### src/rtl/core/tkns_pkg.sv
// Package for the top-k nearest selection block: field widths, word types and
// configuration register indexes. No dependencies.
`timescale 1ns / 1ps

package tkns_pkg;

  localparam int ID_W       = 31;
  localparam int DIST_W     = 32;
  localparam int KEEP_W     = 5;
  localparam int CFG_IDX_W  = 1;
  localparam int CFG_DATA_W = 31;

  // Configuration register indexes.
  localparam logic [CFG_IDX_W-1:0] REG_KEEP_COUNT = 1'b0;
  localparam logic [CFG_IDX_W-1:0] REG_SEED_ID    = 1'b1;

  // Reset values of the configuration registers.
  localparam logic [KEEP_W-1:0] KEEP_COUNT_RST = 5'd16;
  localparam logic [ID_W-1:0]   SEED_ID_RST    = '0;

  // Input word: one candidate.
  typedef struct packed {
    logic [ID_W-1:0]   candidate_id;
    logic [DIST_W-1:0] distance;
    logic              last_candidate;
  } cand_t;

  // Output word: one kept neighbor or the empty marker.
  typedef struct packed {
    logic [ID_W-1:0]   neighbor_id;
    logic [DIST_W-1:0] neighbor_distance;
    logic              entry_valid;
    logic              last_result;
  } nbr_t;

endpackage

### src/rtl/core/top_k_nearest_select.sv
// Top-k nearest selection. Candidates (id, distance) enter at one word per clock
// while no last candidate is held, and are inserted into a sorted list of
// LIST_DEPTH registers by a parallel compare-and-shift, so a candidate is taken
// every cycle; the combinational compare over all list entries is what sets
// that rate. Words pass through an input register, which feeds the list.
// On the candidate marked last, the updated list is copied into a drain buffer
// and the live list restarts empty; the buffer then sends one neighbor per
// cycle through the output register while it is not stalled, ascending by
// distance, with ties in arrival order, the final word marked. A run that
// kept nothing sends one empty marker word. A last candidate waits in the input
// register while the previous run is still draining; other candidates keep
// flowing in during the drain.
// Depends on tkns_pkg.
`timescale 1ns / 1ps

module top_k_nearest_select #(
  parameter int LIST_DEPTH = 16
) (
  input  logic                          clk_i,
  input  logic                          rst_ni,
  input  logic                          cfg_we_i,
  input  logic [tkns_pkg::CFG_IDX_W-1:0]  cfg_idx_i,
  input  logic [tkns_pkg::CFG_DATA_W-1:0] cfg_data_i,
  input  logic                          in_valid_i,
  output logic                          in_ready_o,
  input  tkns_pkg::cand_t               in_data_i,
  output logic                          out_valid_o,
  input  logic                          out_ready_i,
  output tkns_pkg::nbr_t                out_data_o
);

  import tkns_pkg::*;

  localparam int CNT_W = $clog2(LIST_DEPTH + 1);
  localparam int CMP_W = (CNT_W > KEEP_W) ? CNT_W : KEEP_W;
  localparam logic [CMP_W-1:0] DEPTH_C = CMP_W'(LIST_DEPTH);
  localparam logic [CNT_W-1:0] ONE_C   = CNT_W'(1);

  // Configuration registers.
  logic [KEEP_W-1:0] keep_count_q;
  logic [ID_W-1:0]   seed_id_q;

  // Input register.
  logic  in_vld_q;
  cand_t in_q;

  // Live sorted list.
  logic [ID_W-1:0]   id_q   [LIST_DEPTH];
  logic [DIST_W-1:0] dist_q [LIST_DEPTH];
  logic [CNT_W-1:0]  cnt_q;

  // Drain buffer for a finished run.
  logic [ID_W-1:0]   snap_id_q   [LIST_DEPTH];
  logic [DIST_W-1:0] snap_dist_q [LIST_DEPTH];
  logic [CNT_W-1:0]  snap_n_q;
  logic              snap_vld_q;

  // Output register.
  logic out_vld_q;
  nbr_t out_q;

  // Insertion logic signals.
  logic [ID_W-1:0]       nxt_id   [LIST_DEPTH];
  logic [DIST_W-1:0]     nxt_dist [LIST_DEPTH];
  logic [ID_W-1:0]       sh_id    [LIST_DEPTH];
  logic [DIST_W-1:0]     sh_dist  [LIST_DEPTH];
  logic [CNT_W-1:0]      nxt_cnt;
  logic [LIST_DEPTH-1:0] ent_vld;
  logic [LIST_DEPTH-1:0] lt;
  logic [LIST_DEPTH:0]   lt_sh;
  logic [CMP_W-1:0]      keep_lim;
  logic                  room;
  logic                  gt_any;
  logic                  ins;

  // Handshake signals.
  logic out_load;
  logic pop;
  logic pop_last;
  logic snap_free;
  logic proc_go;
  logic snap_load;
  nbr_t pop_word;

  // Configuration writes.
  always_ff @(posedge clk_i or negedge rst_ni) begin
    if (!rst_ni) begin
      keep_count_q <= KEEP_COUNT_RST;
      seed_id_q    <= SEED_ID_RST;
    end else if (cfg_we_i) begin
      case (cfg_idx_i)
        REG_KEEP_COUNT: keep_count_q <= cfg_data_i[KEEP_W-1:0];
        REG_SEED_ID:    seed_id_q    <= cfg_data_i[ID_W-1:0];
        default: ;
      endcase
    end
  end

  // Drain side: the head of the buffer goes out whenever the output register frees.
  assign out_load  = !out_vld_q || out_ready_i;
  assign pop       = snap_vld_q && out_load;
  assign pop_last  = (snap_n_q == '0) || (snap_n_q == ONE_C);
  assign snap_free = !snap_vld_q || (pop && pop_last);

  // A last candidate needs a free drain buffer; others always proceed.
  assign proc_go    = in_vld_q && (!in_q.last_candidate || snap_free);
  assign snap_load  = proc_go && in_q.last_candidate;
  assign in_ready_o = !in_vld_q || proc_go;

  // Compare the candidate against every kept entry at once.
  always_comb begin
    keep_lim = (CMP_W'(keep_count_q) > DEPTH_C) ? DEPTH_C : CMP_W'(keep_count_q);
    room     = CMP_W'(cnt_q) < keep_lim;
    gt_any   = 1'b0;
    for (int i = 0; i < LIST_DEPTH; i++) begin
      ent_vld[i] = CNT_W'(i) < cnt_q;
      lt[i]      = ent_vld[i] && (dist_q[i] <= in_q.distance);
      gt_any     = gt_any | (ent_vld[i] && (dist_q[i] > in_q.distance));
    end
    lt_sh = {lt, 1'b1};
    // When full, a strictly smaller distance pushes out the tail entry.
    ins     = (in_q.candidate_id != seed_id_q) && (room || gt_any);
    nxt_cnt = (ins && room) ? cnt_q + ONE_C : cnt_q;
  end

  // Shift network: entries at or after the insert point move down by one.
  always_comb begin
    sh_id[0]   = in_q.candidate_id;
    sh_dist[0] = in_q.distance;
    for (int i = 1; i < LIST_DEPTH; i++) begin
      sh_id[i]   = id_q[i-1];
      sh_dist[i] = dist_q[i-1];
    end
    for (int i = 0; i < LIST_DEPTH; i++) begin
      nxt_id[i]   = id_q[i];
      nxt_dist[i] = dist_q[i];
      if (ins && !lt[i]) begin
        if (lt_sh[i]) begin
          nxt_id[i]   = in_q.candidate_id;
          nxt_dist[i] = in_q.distance;
        end else begin
          nxt_id[i]   = sh_id[i];
          nxt_dist[i] = sh_dist[i];
        end
      end
    end
  end

  // Word presented by the drain buffer; an empty run gives the marker.
  always_comb begin
    pop_word.entry_valid       = snap_n_q != '0;
    pop_word.neighbor_id       = pop_word.entry_valid ? snap_id_q[0] : '0;
    pop_word.neighbor_distance = pop_word.entry_valid ? snap_dist_q[0] : '0;
    pop_word.last_result       = pop_last;
  end

  // Input register control.
  always_ff @(posedge clk_i or negedge rst_ni) begin
    if (!rst_ni) begin
      in_vld_q <= 1'b0;
    end else if (in_valid_i && in_ready_o) begin
      in_vld_q <= 1'b1;
    end else if (proc_go) begin
      in_vld_q <= 1'b0;
    end
  end

  always_ff @(posedge clk_i) begin
    if (in_valid_i && in_ready_o) begin
      in_q <= in_data_i;
    end
  end

  // Live list count; a last candidate hands the list over and restarts it.
  always_ff @(posedge clk_i or negedge rst_ni) begin
    if (!rst_ni) begin
      cnt_q <= '0;
    end else if (proc_go) begin
      cnt_q <= in_q.last_candidate ? '0 : nxt_cnt;
    end
  end

  always_ff @(posedge clk_i) begin
    if (proc_go) begin
      id_q   <= nxt_id;
      dist_q <= nxt_dist;
    end
  end

  // Drain buffer control.
  always_ff @(posedge clk_i or negedge rst_ni) begin
    if (!rst_ni) begin
      snap_vld_q <= 1'b0;
      snap_n_q   <= '0;
    end else if (snap_load) begin
      snap_vld_q <= 1'b1;
      snap_n_q   <= nxt_cnt;
    end else if (pop) begin
      snap_vld_q <= !pop_last;
      snap_n_q   <= pop_last ? '0 : snap_n_q - ONE_C;
    end
  end

  // Drain buffer contents: loaded whole, then shifted toward the head.
  always_ff @(posedge clk_i) begin
    if (snap_load) begin
      snap_id_q   <= nxt_id;
      snap_dist_q <= nxt_dist;
    end else if (pop) begin
      for (int i = 0; i < LIST_DEPTH - 1; i++) begin
        snap_id_q[i]   <= snap_id_q[i+1];
        snap_dist_q[i] <= snap_dist_q[i+1];
      end
    end
  end

  // Output register.
  always_ff @(posedge clk_i or negedge rst_ni) begin
    if (!rst_ni) begin
      out_vld_q <= 1'b0;
    end else if (pop) begin
      out_vld_q <= 1'b1;
    end else if (out_ready_i) begin
      out_vld_q <= 1'b0;
    end
  end

  always_ff @(posedge clk_i) begin
    if (pop) begin
      out_q <= pop_word;
    end
  end

  assign out_valid_o = out_vld_q;
  assign out_data_o  = out_q;

endmodule

### config.mk
export PLATFORM = sky130hd
export DESIGN_NAME = top_k_nearest_select
export DESIGN_NICKNAME = d
export VERILOG_FILES = /design/src/rtl/core/tkns_pkg.sv /design/src/rtl/core/top_k_nearest_select.sv
export SDC_FILE = /design/constraint.sdc
export NUM_CORES = 2
export LEC_CHECK = 0
export BUFFER_PORTS_ARGS = -buffer_cell sky130_fd_sc_hd__buf_2
export CAP_MARGIN = 40
export CORE_UTILIZATION = 49
export CTS_CLUSTER_SIZE = 25
export DETAILED_ROUTE_END_ITERATION = 16
export SKIP_CTS_REPAIR_TIMING = 1
export SLEW_MARGIN = 20
export SYNTH_ARGS = -nofsm -noshare
export SYNTH_HDL_FRONTEND = slang
export SYNTH_SLANG_ARGS = --single-unit
### constraint.sdc
create_clock -name clk_i -period 30 [get_ports clk_i]
set_clock_uncertainty 0.15 [all_clocks]
set_input_delay 6 -clock clk_i [delete_from_list [all_inputs] [get_ports clk_i]]
set_output_delay 6 -clock clk_i [all_outputs]
set_load 0.01 [all_outputs]
==> summary.txt <==
Fin Hold WS = 0.365 ns
Port Buf Inserts = 167
Crit Path Max Fanout = 3
fillcell total = 19000
sequential area share after synthesis = 57.9%
die area = 233000 um^2
Primary FF master, synth = edfxtp_1
Seq cells post-synth = 2194
CTS tree = yes
Synth Cell Area = 113000 um^2
hold endpoint = keep_count_q[3]
Slew headroom = 20.7%
post-synth top area share = 56.8%
Startpoint Class = primary input
Worst Setup Slack post-DPL = 17.02 ns
dominant cells by area after synthesis = edfxtp_1 57%, mux2_2 18%, ha_1 5.7%, mux2_1 4.7%, nand2_1 1.8%
PwrDens = 135 nW/um^2
post-layout min period = 12.98 ns
Final setup viols = 0
post-synth top area cell = edfxtp_1
DP HPWL = 198000 um
Critical Setup Path Class = primary input to primary output
CP endpoint kind = primary output
synth unique cells = 78
Cell Area, Placed = 118000 um^2
slowest CP cell = buf_2
clock buffer depth = 3
Wirelength per Cell = 26.4 um
P&R area growth vs syn = 11.1%
metal1 wirelength = 123000 um
maxcap violations = 0
Worst R2R Start = in_q[32]
post-layout net count = 8664
die height = 483 um
most common cell after layout, fill and taps aside = edfxtp_1
CTS clk-pin slew, worst paths = 0.06 ns
final setup margin = 17.02 ns
Final period util = 43.3%
Tightest Pin Transition = 1.19 ns
setup tns final = 0 ns
Post-Synthesis Net Count = 8475
CP most frequent cell = buf_2
grt total ovfl = 0
cells after synthesis = 7855
ys async rst share = 2.23%
FF/Latch Area = 65600 um^2
global placer's final weighted congestion = 0.905
All-Layer GR Usage = 25.2%
number of antenna violations at the first check in global routing = 6
Vias = 66600
core area = 230000 um^2
Max Clock Freq = 0.0771 GHz
CTS root buffer = clkbuf_16
WP depth = 6
Clock Latency Late Sink = 0.89 ns
Die X = 483 um
layout cell share with drive strength beyond 1 = 31.8%
H-tree Lvls = 4
Final ANT Viol Nets = 0
Ports = 168
Num CTS Buffers = 237
Avg Synthesized Cell Area = 14.4 um^2
Post-Route WL = 298000 um
WP buf/inv = 2
hold path start = keep_count_q[3]
Initial Util = 49.3%
DR DRC count = 0
Slew Limit Fails = 0
Critical Path RT = 23.85 ns
YS warnings = 0
crit-path cells = buf_2, nand2b_1, nand2_1, and2_1, nand3_1, buf_2
top routing layer in use = met5
DR pass1 iterations = 5
unrepaired setup endpoints after global routing = false
WHS Path Cells = 1
Final Hold Vio Count = 0
largest net degree at the start of global routing = 168
CP arrival = 6.83 ns
met3 wire length = 10800 um
multi-input logic area = 45100 um^2
Post-synth EDFFs = 2145
vias in the first global route = 69100
Worst R2R Setup Slack = 22.66 ns
leakage power = 46.0 nW
CP delay by family, top = simple AND/OR/NAND/NOR gates
post-route cell area = 126000 um^2
R2R Path End = dist_q[25]
clk sinks = 2194
routed wl met2 = 149000 um
HP Class = register to register
row count = 176
status = completed
initial DRC count = 4399
Max stage delay on crit path = 0.18 ns
commonest non-fill, non-tap cells in the layout = 2145 x edfxtp_1, 1841 x mux2_2, 528 x nand2_1
Vias/cell = 5.90
first-pass GRT wire length = 445000 um
number of cells on the worst reg-to-reg path = 18
Peak VDD IR = 117 uV
[logic make-up after synthesis]
group | Yosys count | synth area share (%)
AOI/OAI and AO/OA | 978 | 5.05
xor gates and xnor gates | 35 | 0.270
adders and majority gates | 519 | 5.73
buffers and inverters | 523 | 2.62
DFF | 2194 | 57.9
muxes | 2371 | 23.5
and+or+nand+nor | 1235 | 4.95
[routing by layer]
metal  vias to the layer above  GRT usage [%]
met4                         2           11.4
met5                         -              0
li1                      30700              -
met3                       504           3.00
met1                     34100           31.5
met2                      1376           43.8
[Yosys cell counts, types with 6 or more instances]
library cell and number:
buf_4 7, xor2_1 12, and4_1 10, dfrtp_1 48
buf_8 48, buf_2 65, o211a_1 31, a221oi_1 11
buf_1 16, clkbuf_1 243, nand2_1 533, a21o_1 48
o21ai_0 363, nand2b_1 12, ha_1 519, inv_1 72
nor3_1 28, mux2i_1 58, nor2_1 304, a21oi_2 8
nand3_1 49, dlygate4sd1_1 65, mux2_2 1841, a31oi_1 6
o211ai_1 17, nor4_1 29, and2_1 39, mux2_1 472
nor2b_1 85, o21bai_1 6, a211oi_1 21, xnor2_1 23
edfxtp_1 2145, a21oi_1 342, nand4_1 116, o31ai_1 63
a22oi_1 6
[worst max path at each step]
stage / from / slack [ns] / end
2_1_floorplan: out_ready_i / 1.09 / snap_dist_q[100]
6_report: out_ready_i / 17.02 / in_ready_o
3_3_place_gp: out_ready_i / 16.95 / in_ready_o
3_5_place_dp: out_ready_i / 17.02 / in_ready_o
5_1_grt: out_ready_i / 16.95 / in_ready_o
4_1_cts: out_ready_i / 17.02 / in_ready_o
[area by class of cell]
class | instances | share of cell area (%)
diodes | 9 | 0.0179
clock buffers | 286 | 4.89
clock inverters | 161 | 1.06
inverters | 74 | 0.233
multi-input cells | 5138 | 35.8
flip-flops and latches | 2194 | 52.1
well taps | 3026 | 3.01
repair buffers | 399 | 2.89
[metrics by stage]
stage	power, mW	instances	utilization (%)
finish	17.1	11300	54.8
global route	18.1	11300	54.8
CTS	17.1	11300	54.6
detailed placement	14.2	10800	51.4
global placement	13.9	10800	50.9
floorplan	13.0	7855	-
[power by group]
part | switching [mW] | internal, mW | leakage, nW
clock network | 1.27 | 1.59 | 3.65
registers | 0.839 | 6.04 | 21.3
logic | 3.96 | 3.36 | 21.0
total | 6.07 | 11.0 | 46.0
[registers in the layout, summed over array words and instances, names as in the netlist]
| signal | count |
|---|---|
| in_q | 64 |
| out_valid_o | 1 |
| out_data_o | 65 |
| snap_id_q | 496 |
| id_q | 496 |
| keep_count_q | 5 |
| snap_dist_q | 512 |
| in_vld_q | 1 |
| seed_id_q | 31 |
| cnt_q | 5 |
| dist_q | 512 |
| snap_vld_q | 1 |
| snap_n_q | 5 |
No activity file was read; power rests on OpenSTA's default activity.
